## config.mk

```make
export PLATFORM = sky130hd
export DESIGN_NAME = scale_chord_note_generator_unit
export DESIGN_NICKNAME = d
export VERILOG_FILES = /design/src/rtl/scn_gen_pkg.sv /design/src/rtl/scn_gen_fifo.sv /design/src/rtl/scn_gen_front.sv /design/src/rtl/scn_gen_back.sv /design/src/rtl/scale_chord_note_generator_unit.sv
export SDC_FILE = /design/constraint.sdc
export NUM_CORES = 1
export LEC_CHECK = 0
export BUFFER_PORTS_ARGS = -buffer_cell sky130_fd_sc_hd__buf_2
export CAP_MARGIN = 40
export CORE_MARGIN = 4
export CORE_UTILIZATION = 45
export DETAILED_ROUTE_END_ITERATION = 8
export PLACE_DENSITY = 0.63
export SLEW_MARGIN = 20
export SYNTH_ARGS = -nofsm -noshare
export SYNTH_HDL_FRONTEND = slang
export SYNTH_SLANG_ARGS = --single-unit
```

## constraint.sdc

```tcl
create_clock -name i_clk -period 9.95 [get_ports i_clk]
set_input_delay 0.4975 -clock i_clk [delete_from_list [all_inputs] [get_ports i_clk]]
set_output_delay 0.4975 -clock i_clk [all_outputs]
set_load 0.05 [all_outputs]
```

## src/rtl/scn_gen_pkg.sv

```systemverilog
`default_nettype none

package scn_gen_pkg;

    localparam int MAX_SCALE_DEGREES_DEF = 8;
    localparam int SEMITONES_PER_OCTAVE  = 12;
    localparam int NUM_STEPS             = 8;
    localparam int RECIP_SHIFT           = 11;

    localparam logic [6:0]  TONIC_RST       = 7'd0;
    localparam logic [3:0]  SCALE_SIZE_RST  = 4'd7;
    localparam logic [31:0] SCALE_STEPS_RST = 32'h0122_2122;

    localparam logic [1:0] CFG_TONIC       = 2'd0;
    localparam logic [1:0] CFG_SCALE_SIZE  = 2'd1;
    localparam logic [1:0] CFG_SCALE_STEPS = 2'd2;

    localparam logic [2:0] TYPE_ROOT     = 3'd0;
    localparam logic [2:0] TYPE_ROOT_OCT = 3'd1;
    localparam logic [2:0] TYPE_THIRD    = 3'd2;
    localparam logic [2:0] TYPE_FIFTH    = 3'd3;
    localparam logic [2:0] TYPE_TRIAD    = 3'd4;
    localparam logic [2:0] TYPE_SEVENTH  = 3'd5;

    // floor(2^RECIP_SHIFT / n) for n = 0..16, entry 0 unused
    localparam logic [11:0] RECIP_TAB [0:16] = '{
        12'd0,   12'd2048, 12'd1024, 12'd682, 12'd512, 12'd409,
        12'd341, 12'd292,  12'd256,  12'd227, 12'd204, 12'd186,
        12'd170, 12'd157,  12'd146,  12'd136, 12'd128
    };

    typedef enum logic [2:0] {
        KIND_ROOT,
        KIND_ROOT_OCT,
        KIND_THIRD,
        KIND_FIFTH,
        KIND_TRIAD,
        KIND_SEVENTH
    } t_chord_kind;

    typedef struct packed {
        logic signed [7:0] degree;
        t_chord_kind       kind;
        logic [1:0]        last_idx;
    } t_chord;

endpackage

`default_nettype wire

```

## src/rtl/scn_gen_fifo.sv

```systemverilog
`default_nettype none

module scn_gen_fifo #(
    parameter int DW = 8
) (
    input  wire logic          i_clk,
    input  wire logic          i_rst_n,
    input  wire logic          i_push,
    input  wire logic [DW-1:0] i_data,
    output logic               o_full,
    input  wire logic          i_pop,
    output logic [DW-1:0]      o_data,
    output logic               o_empty
);

    localparam int DEPTH = 2;

    logic [DW-1:0] r_mem [DEPTH];
    logic          r_wr_ptr;
    logic          r_rd_ptr;
    logic [1:0]    r_count;
    logic [1:0]    n_count;

    assign o_full  = (r_count == 2'(DEPTH));
    assign o_empty = (r_count == 2'd0);
    assign o_data  = r_mem[r_rd_ptr];

    always_comb begin
        n_count = r_count;
        if (i_push && !i_pop) begin
            n_count = r_count + 2'd1;
        end else if (!i_push && i_pop) begin
            n_count = r_count - 2'd1;
        end
    end

    always_ff @(posedge i_clk) begin
        if (!i_rst_n) begin
            r_wr_ptr <= 1'b0;
            r_rd_ptr <= 1'b0;
            r_count  <= 2'd0;
        end else begin
            r_count <= n_count;
            if (i_push) begin
                r_wr_ptr <= ~r_wr_ptr;
            end
            if (i_pop) begin
                r_rd_ptr <= ~r_rd_ptr;
            end
        end
    end

    always_ff @(posedge i_clk) begin
        if (i_push) begin
            r_mem[r_wr_ptr] <= i_data;
        end
    end

endmodule

`default_nettype wire

```

## src/rtl/scn_gen_front.sv

```systemverilog
`default_nettype none

module scn_gen_front
    import scn_gen_pkg::*;
(
    input  wire logic        i_valid,
    input  wire logic [7:0]  i_degree,
    input  wire logic [2:0]  i_chord_type,
    output logic             o_ready,
    input  wire logic        i_full,
    output logic             o_push,
    output t_chord           o_chord
);

    assign o_ready = !i_full;
    assign o_push  = i_valid && !i_full;

    always_comb begin
        o_chord.degree = i_degree;
        case (i_chord_type)
            TYPE_ROOT_OCT: begin
                o_chord.kind     = KIND_ROOT_OCT;
                o_chord.last_idx = 2'd2;
            end
            TYPE_THIRD: begin
                o_chord.kind     = KIND_THIRD;
                o_chord.last_idx = 2'd1;
            end
            TYPE_FIFTH: begin
                o_chord.kind     = KIND_FIFTH;
                o_chord.last_idx = 2'd1;
            end
            TYPE_TRIAD: begin
                o_chord.kind     = KIND_TRIAD;
                o_chord.last_idx = 2'd2;
            end
            TYPE_SEVENTH: begin
                o_chord.kind     = KIND_SEVENTH;
                o_chord.last_idx = 2'd3;
            end
            default: begin
                o_chord.kind     = KIND_ROOT;
                o_chord.last_idx = 2'd0;
            end
        endcase
    end

endmodule

`default_nettype wire

```

## src/rtl/scn_gen_back.sv

```systemverilog
`default_nettype none

module scn_gen_back
    import scn_gen_pkg::*;
#(
    parameter int MAX_SCALE_DEGREES = MAX_SCALE_DEGREES_DEF
) (
    input  wire logic        i_clk,
    input  wire logic        i_rst_n,
    input  wire t_chord      i_head,
    input  wire logic        i_head_valid,
    output logic             o_pop,
    input  wire logic [6:0]  i_tonic,
    input  wire logic [3:0]  i_scale_size,
    input  wire logic [31:0] i_scale_steps,
    output logic             o_valid,
    input  wire logic        i_ready,
    output logic [11:0]      o_note,
    output logic             o_last_note
);

    localparam int NW = $clog2(MAX_SCALE_DEGREES + 1);
    localparam int RW = (MAX_SCALE_DEGREES > 1) ? $clog2(MAX_SCALE_DEGREES) : 1;

    function automatic logic [2:0] rel_of(t_chord_kind kind, logic [1:0] k);
        logic [2:0] rel;
        rel = 3'd0;
        case (kind)
            KIND_ROOT_OCT: rel = (k == 2'd2) ? 3'd1 : 3'd0;
            KIND_THIRD:    rel = (k == 2'd1) ? 3'd2 : 3'd0;
            KIND_FIFTH:    rel = (k == 2'd1) ? 3'd4 : 3'd0;
            KIND_TRIAD:    rel = {k, 1'b0};
            KIND_SEVENTH:  rel = {k, 1'b0};
            default:       rel = 3'd0;
        endcase
        return rel;
    endfunction

    logic              w_adv;
    logic              w_last;
    logic [4:0]        w_ss;
    logic [4:0]        w_n5;
    logic [NW-1:0]     w_n;
    logic [8:0]        w_d;
    logic [8:0]        w_mag;
    logic [6:0]        w_off [MAX_SCALE_DEGREES];

    logic [1:0]        r_k;

    logic              r_a_valid;
    logic              r_a_last;
    logic              r_a_sign;
    logic [7:0]        r_a_mag;
    logic [19:0]       r_a_prod;

    logic [7:0]        w_q0;
    logic [11:0]       w_qn;
    logic [8:0]        w_r0;
    logic              w_fix;
    logic [7:0]        w_q;
    logic [8:0]        w_r;
    logic              w_zero;

    logic              r_b_valid;
    logic              r_b_last;
    logic              r_b_sign;
    logic              r_b_zero;
    logic [7:0]        r_b_q;
    logic [RW-1:0]     r_b_r;

    logic [8:0]        w_qs;
    logic [12:0]       w_note;

    logic              r_out_valid;
    logic              r_out_last;
    logic [11:0]       r_out_note;

    assign w_adv  = !r_out_valid || i_ready;
    assign o_pop  = w_adv && i_head_valid && w_last;
    assign w_last = (r_k == i_head.last_idx);

    assign w_ss = {1'b0, i_scale_size};
    assign w_n5 = (w_ss > 5'(MAX_SCALE_DEGREES)) ? 5'(MAX_SCALE_DEGREES) : w_ss;
    assign w_n  = NW'(w_n5);

    assign w_d   = {i_head.degree[7], i_head.degree} + {6'd0, rel_of(i_head.kind, r_k)};
    assign w_mag = w_d[8] ? (9'd0 - w_d) : w_d;

    assign w_off[0] = 7'd0;
    for (genvar gi = 1; gi < MAX_SCALE_DEGREES; gi++) begin : g_off
        if (gi - 1 < NUM_STEPS) begin : g_step
            assign w_off[gi] = w_off[gi-1] + {3'd0, i_scale_steps[4*(gi-1) +: 4]};
        end else begin : g_none
            assign w_off[gi] = w_off[gi-1];
        end
    end

    always_ff @(posedge i_clk) begin
        if (!i_rst_n) begin
            r_k <= 2'd0;
        end else if (w_adv && i_head_valid) begin
            r_k <= w_last ? 2'd0 : r_k + 2'd1;
        end
    end

    always_ff @(posedge i_clk) begin
        if (!i_rst_n) begin
            r_a_valid <= 1'b0;
        end else if (w_adv) begin
            r_a_valid <= i_head_valid;
        end
    end

    always_ff @(posedge i_clk) begin
        if (w_adv) begin
            r_a_last <= w_last;
            r_a_sign <= w_d[8];
            r_a_mag  <= w_mag[7:0];
            r_a_prod <= 20'(w_mag[7:0]) * 20'(RECIP_TAB[5'(w_n)]);
        end
    end

    assign w_q0   = r_a_prod[RECIP_SHIFT +: 8];
    assign w_qn   = 12'(w_q0) * 12'(w_n);
    assign w_r0   = 9'(r_a_mag) - w_qn[8:0];
    assign w_fix  = (w_r0 >= 9'(w_n));
    assign w_q    = w_fix ? w_q0 + 8'd1 : w_q0;
    assign w_r    = w_fix ? w_r0 - 9'(w_n) : w_r0;
    assign w_zero = (w_n == '0) || (r_a_sign && (w_r != 9'd0));

    always_ff @(posedge i_clk) begin
        if (!i_rst_n) begin
            r_b_valid <= 1'b0;
        end else if (w_adv) begin
            r_b_valid <= r_a_valid;
        end
    end

    always_ff @(posedge i_clk) begin
        if (w_adv) begin
            r_b_last <= r_a_last;
            r_b_sign <= r_a_sign;
            r_b_zero <= w_zero;
            r_b_q    <= w_q;
            r_b_r    <= w_zero ? '0 : RW'(w_r);
        end
    end

    assign w_qs   = r_b_sign ? (9'd0 - {1'b0, r_b_q}) : {1'b0, r_b_q};
    assign w_note = 13'(i_tonic) + 13'(w_off[r_b_r])
                  + ({{4{w_qs[8]}}, w_qs} * 13'(SEMITONES_PER_OCTAVE));

    always_ff @(posedge i_clk) begin
        if (!i_rst_n) begin
            r_out_valid <= 1'b0;
        end else if (w_adv) begin
            r_out_valid <= r_b_valid;
        end
    end

    always_ff @(posedge i_clk) begin
        if (w_adv) begin
            r_out_last <= r_b_last;
            r_out_note <= r_b_zero ? 12'd0 : w_note[11:0];
        end
    end

    assign o_valid     = r_out_valid;
    assign o_note      = r_out_note;
    assign o_last_note = r_out_last;

endmodule

`default_nettype wire

```

## src/rtl/scale_chord_note_generator_unit.sv

```systemverilog
// Scale chord note generator.
// Input channel (i_valid/o_ready): one transaction carries a signed scale
// degree and a chord type. Output channel (o_valid/i_ready): one transaction
// per note, o_last_note marks the final note of the chord (1 to 4 notes).
// Config port: i_cfg_we writes i_cfg_data into register i_cfg_idx
// (0 tonic, 1 scale size, 2 packed step intervals), no readback.
// The first note of an accepted chord passes from the queue through stage A,
// stage B and the output register; later notes follow one per cycle unless
// the output stalls. The back end expands one chord at a time, up to 4 notes
// for a seventh chord. A 2-entry queue sits between input and back end, so
// new items are taken while earlier chords are still being expanded.
// While o_valid is high and i_ready is low the output register and back
// pipeline hold; the queue keeps accepting until it is full.
// Reset (synchronous, active low) empties the queue and pipeline and loads
// tonic 0, scale size 7 and the major scale intervals.
`default_nettype none

module scale_chord_note_generator_unit
    import scn_gen_pkg::*;
#(
    parameter int MAX_SCALE_DEGREES = MAX_SCALE_DEGREES_DEF
) (
    input  wire logic        i_clk,
    input  wire logic        i_rst_n,
    input  wire logic        i_valid,
    output logic             o_ready,
    input  wire logic [7:0]  i_degree,
    input  wire logic [2:0]  i_chord_type,
    output logic             o_valid,
    input  wire logic        i_ready,
    output logic [11:0]      o_note,
    output logic             o_last_note,
    input  wire logic        i_cfg_we,
    input  wire logic [1:0]  i_cfg_idx,
    input  wire logic [31:0] i_cfg_data
);

    logic [6:0]  r_tonic;
    logic [3:0]  r_scale_size;
    logic [31:0] r_scale_steps;

    logic        w_full;
    logic        w_push;
    logic        w_pop;
    logic        w_empty;
    t_chord      w_in_chord;
    t_chord      w_head;

    always_ff @(posedge i_clk) begin
        if (!i_rst_n) begin
            r_tonic       <= TONIC_RST;
            r_scale_size  <= SCALE_SIZE_RST;
            r_scale_steps <= SCALE_STEPS_RST;
        end else if (i_cfg_we) begin
            case (i_cfg_idx)
                CFG_TONIC:       r_tonic       <= i_cfg_data[6:0];
                CFG_SCALE_SIZE:  r_scale_size  <= i_cfg_data[3:0];
                CFG_SCALE_STEPS: r_scale_steps <= i_cfg_data;
                default: begin
                end
            endcase
        end
    end

    scn_gen_front u_front (
        .i_valid      (i_valid),
        .i_degree     (i_degree),
        .i_chord_type (i_chord_type),
        .o_ready      (o_ready),
        .i_full       (w_full),
        .o_push       (w_push),
        .o_chord      (w_in_chord)
    );

    scn_gen_fifo #(
        .DW ($bits(t_chord))
    ) u_fifo (
        .i_clk   (i_clk),
        .i_rst_n (i_rst_n),
        .i_push  (w_push),
        .i_data  (w_in_chord),
        .o_full  (w_full),
        .i_pop   (w_pop),
        .o_data  (w_head),
        .o_empty (w_empty)
    );

    scn_gen_back #(
        .MAX_SCALE_DEGREES (MAX_SCALE_DEGREES)
    ) u_back (
        .i_clk         (i_clk),
        .i_rst_n       (i_rst_n),
        .i_head        (w_head),
        .i_head_valid  (!w_empty),
        .o_pop         (w_pop),
        .i_tonic       (r_tonic),
        .i_scale_size  (r_scale_size),
        .i_scale_steps (r_scale_steps),
        .o_valid       (o_valid),
        .i_ready       (i_ready),
        .o_note        (o_note),
        .o_last_note   (o_last_note)
    );

endmodule

`default_nettype wire
```

==> metrics.cfg, run 1 <==
[place]
dp_hpwl_um=18570
finalWeightedCongestion=0.8448
dp_cells=1572
portBuffers=60

[final_layout]
final_cells=1605
drive_gt1_frac=0.1124
nNetsFinal=1515
antenna_cells=0
fin_util=0.5135
fill_cells=2267
area_growth_syn_to_layout_pct=10.97

[logic_synthesis]
synth-main-ff-cell=edfxtp_1
synth_edf_count=71
ys_types=69
synth_seq_cells=120
netlist_area_um2=11380
synth.avg_cell_area_um2=9.409
synth-async-reset-ratio=0
synth_nets=1457
syn_inst=1210
yosys_warnings=0
ys_seq_area_frac=0.2734

[setup_path]
crit_slowest_cell=a2111oi_0
crit_type=reg -> reg
cp_common_cell=fa_1
endpoint_kind=flip-flop
cp_data_required_time_ps=10190
r2r_slack_ps=1550
crit_buf_inv=6
arrival_ps=8640
reg2regPathDepth=30
cp-start-kind=flip-flop
worstReg2RegEnd=u_back.r_a_prod[17]
cp_max_fo=13
crit_family=adder cells
max_stage_delay_ps=700

[hold_path]
hp-start=i_degree[6]
whs_path_depth=1
worstHoldPathType=in -> reg
min_to=u_fifo.r_mem[0][11]

[global_routing]
grt_pass1_vias=8540
antenna_found_initial=0
grt_pass1_wl_um=40970
grt_use_total=0.1769
grt_overflow=0
grt_max_degree=50

[timing]
slew_headroom=0.4336
setup_viol=0
hold_violations=0
tightest_slew_ps=841.9
fin_skew_ps=9.802
fin_tns_setup_ps=0
final_max_slew_viol_count=0
min_period_ps=8395
rsz0062_at_grt=false
fmax_mhz=119.1
fin_crit_sh=0.8437

[cts]
clkTransAtPathRegs_ps=60
cts_tree=built
clk_latency_ps=420
htreeDepth=4
hold_buffers=0
cts_root_buffer=clkbuf_16
cts_resized=0
cts.sinks=120
post-cts-setup-buffers=0
cts_max_path_buffers=2
cts-buffers-inserted=17

[die]
initial_core_util=0.4627
dieArea_um2=27910
ioPinCount=65
die_w_um=167.1
die_h_um=167.1
core_um2=24600
num_rows=57

[detailed_routing]
vias_per_cell=5.156
vias=8276
postRouteAntennaNets=0
drc=0
wl_per_cell_um=14.40
wirelength_um=23110
first_pass_iters=5
drt-initial-drc-count=417

[run]
drv_cap=0

[outcome]
outcome=finished clean

[how the worst max path moves through the flow]
stage               from             endpoint  slack [ps]  depth (start not counted)
6_report       flip-flop  u_back.r_a_prod[17]        1550                         30
5_1_grt        flip-flop  u_back.r_a_prod[17]         920                         30
4_1_cts        flip-flop  u_back.r_a_prod[17]        1530                         30
3_5_place_dp   flip-flop  u_back.r_a_prod[17]        1600                         30
3_3_place_gp   flip-flop  u_back.r_a_prod[17]        1440                         29
2_1_floorplan  flip-flop  u_back.r_a_prod[17]        2240                         31
[per-layer routing]
layer  share of wire  GRT usage  routed length (µm)
met1            0.47     0.2407               10870
met4           0.012    0.04554                 284
met3           0.036    0.03010                 827
met2            0.48     0.2945               11120
met5               0          0                   0
[cell type report]
cell class / instances / area, µm² / share of cell area
clock buffers: 17 / 425.4 / 0.03367
clock inverters: 15 / 142.6 / 0.01129
inverters: 140 / 525.5 / 0.04160
multi-input cells: 918 / 7615 / 0.6028
flip-flops and latches: 120 / 3113 / 0.2464
well taps: 324 / 405.4 / 0.03209
repair buffers: 71 / 406.6 / 0.03219
[synth_stat cells (5+ instances only)]
| cell | n | area, µm² |
|---|---|---|
| a221oi_1 | 5 | 43.79 |
| xor2_1 | 20 | 175.2 |
| nor2b_1 | 39 | 244.0 |
| ha_1 | 111 | 1389 |
| a21o_1 | 17 | 127.6 |
| a21oi_1 | 45 | 225.2 |
| nor2_1 | 110 | 412.9 |
| fa_1 | 86 | 1722 |
| or3_1 | 5 | 31.28 |
| and2_1 | 14 | 87.58 |
| inv_1 | 138 | 518.0 |
| nor3_1 | 20 | 100.1 |
| nand2_1 | 149 | 559.3 |
| and3_1 | 9 | 56.30 |
| nand2b_1 | 11 | 68.82 |
| nand3_1 | 24 | 120.1 |
| dfxtp_1 | 49 | 980.9 |
| a211oi_1 | 8 | 60.06 |
| clkbuf_1 | 24 | 90.09 |
| edfxtp_1 | 71 | 2132 |
| a21boi_0 | 28 | 210.2 |
| o21ai_0 | 25 | 125.1 |
| o211ai_1 | 8 | 60.06 |
| o21bai_1 | 9 | 67.56 |
| xnor2_1 | 56 | 490.5 |
| or2_2 | 6 | 37.54 |
| mux2_2 | 14 | 157.7 |
| mux2i_1 | 24 | 240.2 |
| o21a_1 | 14 | 105.1 |
[placed cells by master, fill, tap and decap left out, types with 4 or more instances in the layout]
cell type,count
ha_1,111
buf_4,7
inv_1,137
a21boi_0,28
nand3_1,24
nand3b_1,4
nand2_1,149
and3_1,9
clkbuf_16,17
nor2_1,110
a21o_1,17
a21oi_1,45
edfxtp_1,71
and2_1,14
a221oi_1,5
nor2b_1,39
mux2_2,14
mux4_2,4
o21bai_1,9
xnor2_1,56
or3_1,5
dfxtp_1,49
xor2_1,20
o21a_1,14
nand2b_1,11
or2_2,6
fa_1,86
a211oi_1,8
mux2i_1,24
o211ai_1,8
nor3_1,20
nor4_1,4
clkinvlp_4,5
buf_2,60
o21ai_0,25
inv_6,6
[registers in the layout, indices dropped and copies added (netlist names), 2 cells and up, named ones only]
signal / cells
u_fifo.r_count: 2
u_back.r_b_r: 3
r_tonic: 7
u_fifo.r_mem: 26
u_back.r_a_mag: 8
u_back.o_note: 12
u_back.r_k: 2
u_back.r_a_prod: 8
r_scale_steps: 28
r_scale_size: 4
u_back.r_b_q: 8
[worst register-to-register path, delay by kind of cell, from the launching register on]
family | cells | cell delay (ps)
fa+ha+maj | 7 | 2940
compound gates | 9 | 1980
simple gates | 6 | 1240
buf+inv | 6 | 760
xor+xnor | 1 | 480
flops | 1 | 440
mux | 1 | 380
[logic make-up (layout without fill, tap and decap cells)]
kind of cell               Yosys count  count (layout)  share of synthesized area
DFF                                120             120                     0.2734
AOI/OAI and AO/OA                  190             190                     0.1156
muxes                               42              42                    0.04286
xor gates and xnor gates            83              83                    0.07309
and+or+nand+nor                    406             406                     0.1641
adders and majority gates          197             197                     0.2732
buffers and inverters              172             243                    0.05770
[metrics by stage]
step	worst slack, ps	hold slack, ps	area [µm²]
2_1_floorplan	2237	400.3	11380
3_3_place_gp	1439	403.6	12000
3_5_place_dp	1597	405.6	12060
4_1_cts	1528	242.1	12630
5_1_grt	921.8	242.1	12630
6_report	1555	259.0	12630
Power of run 1 is left out: the tool's default activity adds up to more than one toggle a clock period on the data nets, which glitch-free logic cannot reach.
==> run 2: changes to the inputs <==
==> constraint.sdc (replaced) <==
create_clock -name i_clk -period 8.7 [get_ports i_clk]
set_input_delay 0.435 -clock i_clk [delete_from_list [all_inputs] [get_ports i_clk]]
set_output_delay 0.435 -clock i_clk [all_outputs]
set_load 0.05 [all_outputs]
==> metrics.cfg, run 2 (same netlist as run 1, synthesis figures left out) <==
[setup_path]
arrival_ps=8120
cp_common_cell=fa_1
endpoint_kind=flip-flop
crit_buf_inv=5
crit_slowest_cell=a2111oi_1
r2r_slack_ps=830
cp_max_fo=12
max_stage_delay_ps=560
crit_type=reg -> reg
crit_family=adder cells
reg2regPathDepth=28
worstReg2RegEnd=u_back.r_a_prod[17]
cp_data_required_time_ps=8950
cp-start-kind=flip-flop

[die]
ioPinCount=65
die_w_um=167.1
initial_core_util=0.4627
core_um2=24600
dieArea_um2=27910
die_h_um=167.1
num_rows=57

[timing]
fmax_mhz=127.0
final_max_slew_viol_count=0
fin_tns_setup_ps=0
whs_ps=190.2
fin_skew_ps=11.09
fin_crit_sh=0.9048
hold_violations=0
min_period_ps=7872
setup_viol=0
slew_headroom=0.4371
tightest_slew_ps=836.7
rsz0062_at_grt=false

[detailed_routing]
postRouteAntennaNets=0
drc=0
vias_per_cell=5.207
drt-initial-drc-count=422
first_pass_iters=5
wirelength_um=23300
vias=8362
wl_per_cell_um=14.51

[place]
dp_cells=1574
finalWeightedCongestion=0.8521
dp_hpwl_um=18680
portBuffers=60

[hold_path]
hp-start=i_degree[5]
min_to=u_fifo.r_mem[1][10]
worstHoldPathType=in -> reg
whs_path_depth=1

[cts]
cts_max_path_buffers=2
htreeDepth=4
post-cts-setup-buffers=0
cts-buffers-inserted=17
clk_latency_ps=430
cts_tree=built
clkTransAtPathRegs_ps=70
cts.sinks=120
cts_root_buffer=clkbuf_16

[global_routing]
antenna_found_initial=0
grt_use_total=0.1772
grt_overflow=0
grt_max_degree=50
grt_pass1_wl_um=41120
grt_pass1_vias=8547

[final_layout]
largest_reg_flops=28
antenna_cells=0
nNetsFinal=1516
final_common_cell=nand2_1
final_cells=1606
layout_common_cells=149 x nand2_1, 137 x inv_1, 111 x ha_1
fill_cells=2300
area_growth_syn_to_layout_pct=11.07
regMostFlops=r_scale_steps
drive_gt1_frac=0.1131
fin_util=0.5139

[run]
drv_cap=0

[outcome]
outcome=finished clean

run 2: metrics by stage:
| step | cell area [µm²] | setup slack (ps) |
|---|---|---|
| floorplan | 11380 | 987.1 |
| global placement | 12020 | 721.4 |
| detailed placement | 12080 | 717.3 |
| CTS | 12640 | 669.5 |
| global route | 12640 | 119.2 |
| finish | 12640 | 828.4 |
run 2: layer usage:
layer  part of all wire  GRT usage  up-vias
met5                  0          0        -
met4              0.015    0.04376        0
met3              0.034    0.02678       24
met2               0.48     0.2943      139
met1               0.48     0.2448     4022
li1                   -          -     4177
run 2: area by class of cell:
cell class                 instances  area, µm²  share of cell area
timing repair buffer              72      417.9             0.03305
sequential                       120       3113              0.2462
inverter                         140      525.5             0.04156
multi-input combinational        918       7616              0.6023
clock inverter                    15      141.4             0.01118
clock buffer                      17      425.4             0.03364
tap                              324      405.4             0.03206
run 2: how the worst max path moves through the flow:
stage               from             endpoint  depth (start not counted)
2_1_floorplan  flip-flop  u_back.r_a_prod[17]                         31
3_3_place_gp   flip-flop  u_back.r_a_prod[17]                         28
3_5_place_dp   flip-flop  u_back.r_a_prod[17]                         25
4_1_cts        flip-flop  u_back.r_a_prod[17]                         25
5_1_grt        flip-flop  u_back.r_a_prod[17]                         28
6_report       flip-flop  u_back.r_a_prod[17]                         28
run 2: worst register-to-register path, delay by kind of cell (launching register included):
| kind | cells | cell delay (ps) |
|---|---|---|
| simple gates | 6 | 1420 |
| flops | 1 | 470 |
| fa+ha+maj | 7 | 2910 |
| compound gates | 8 | 1750 |
| xor+xnor | 1 | 440 |
| mux | 1 | 120 |
| buf+inv | 5 | 630 |
run 2: repair_timing:
item | in CTS | in global routing
hold buffers | 0 | 0
endpoints found under the setup margin | 0 | 1
gates resized for setup | 0 | 1
Power of run 2 is left out for the same reason.
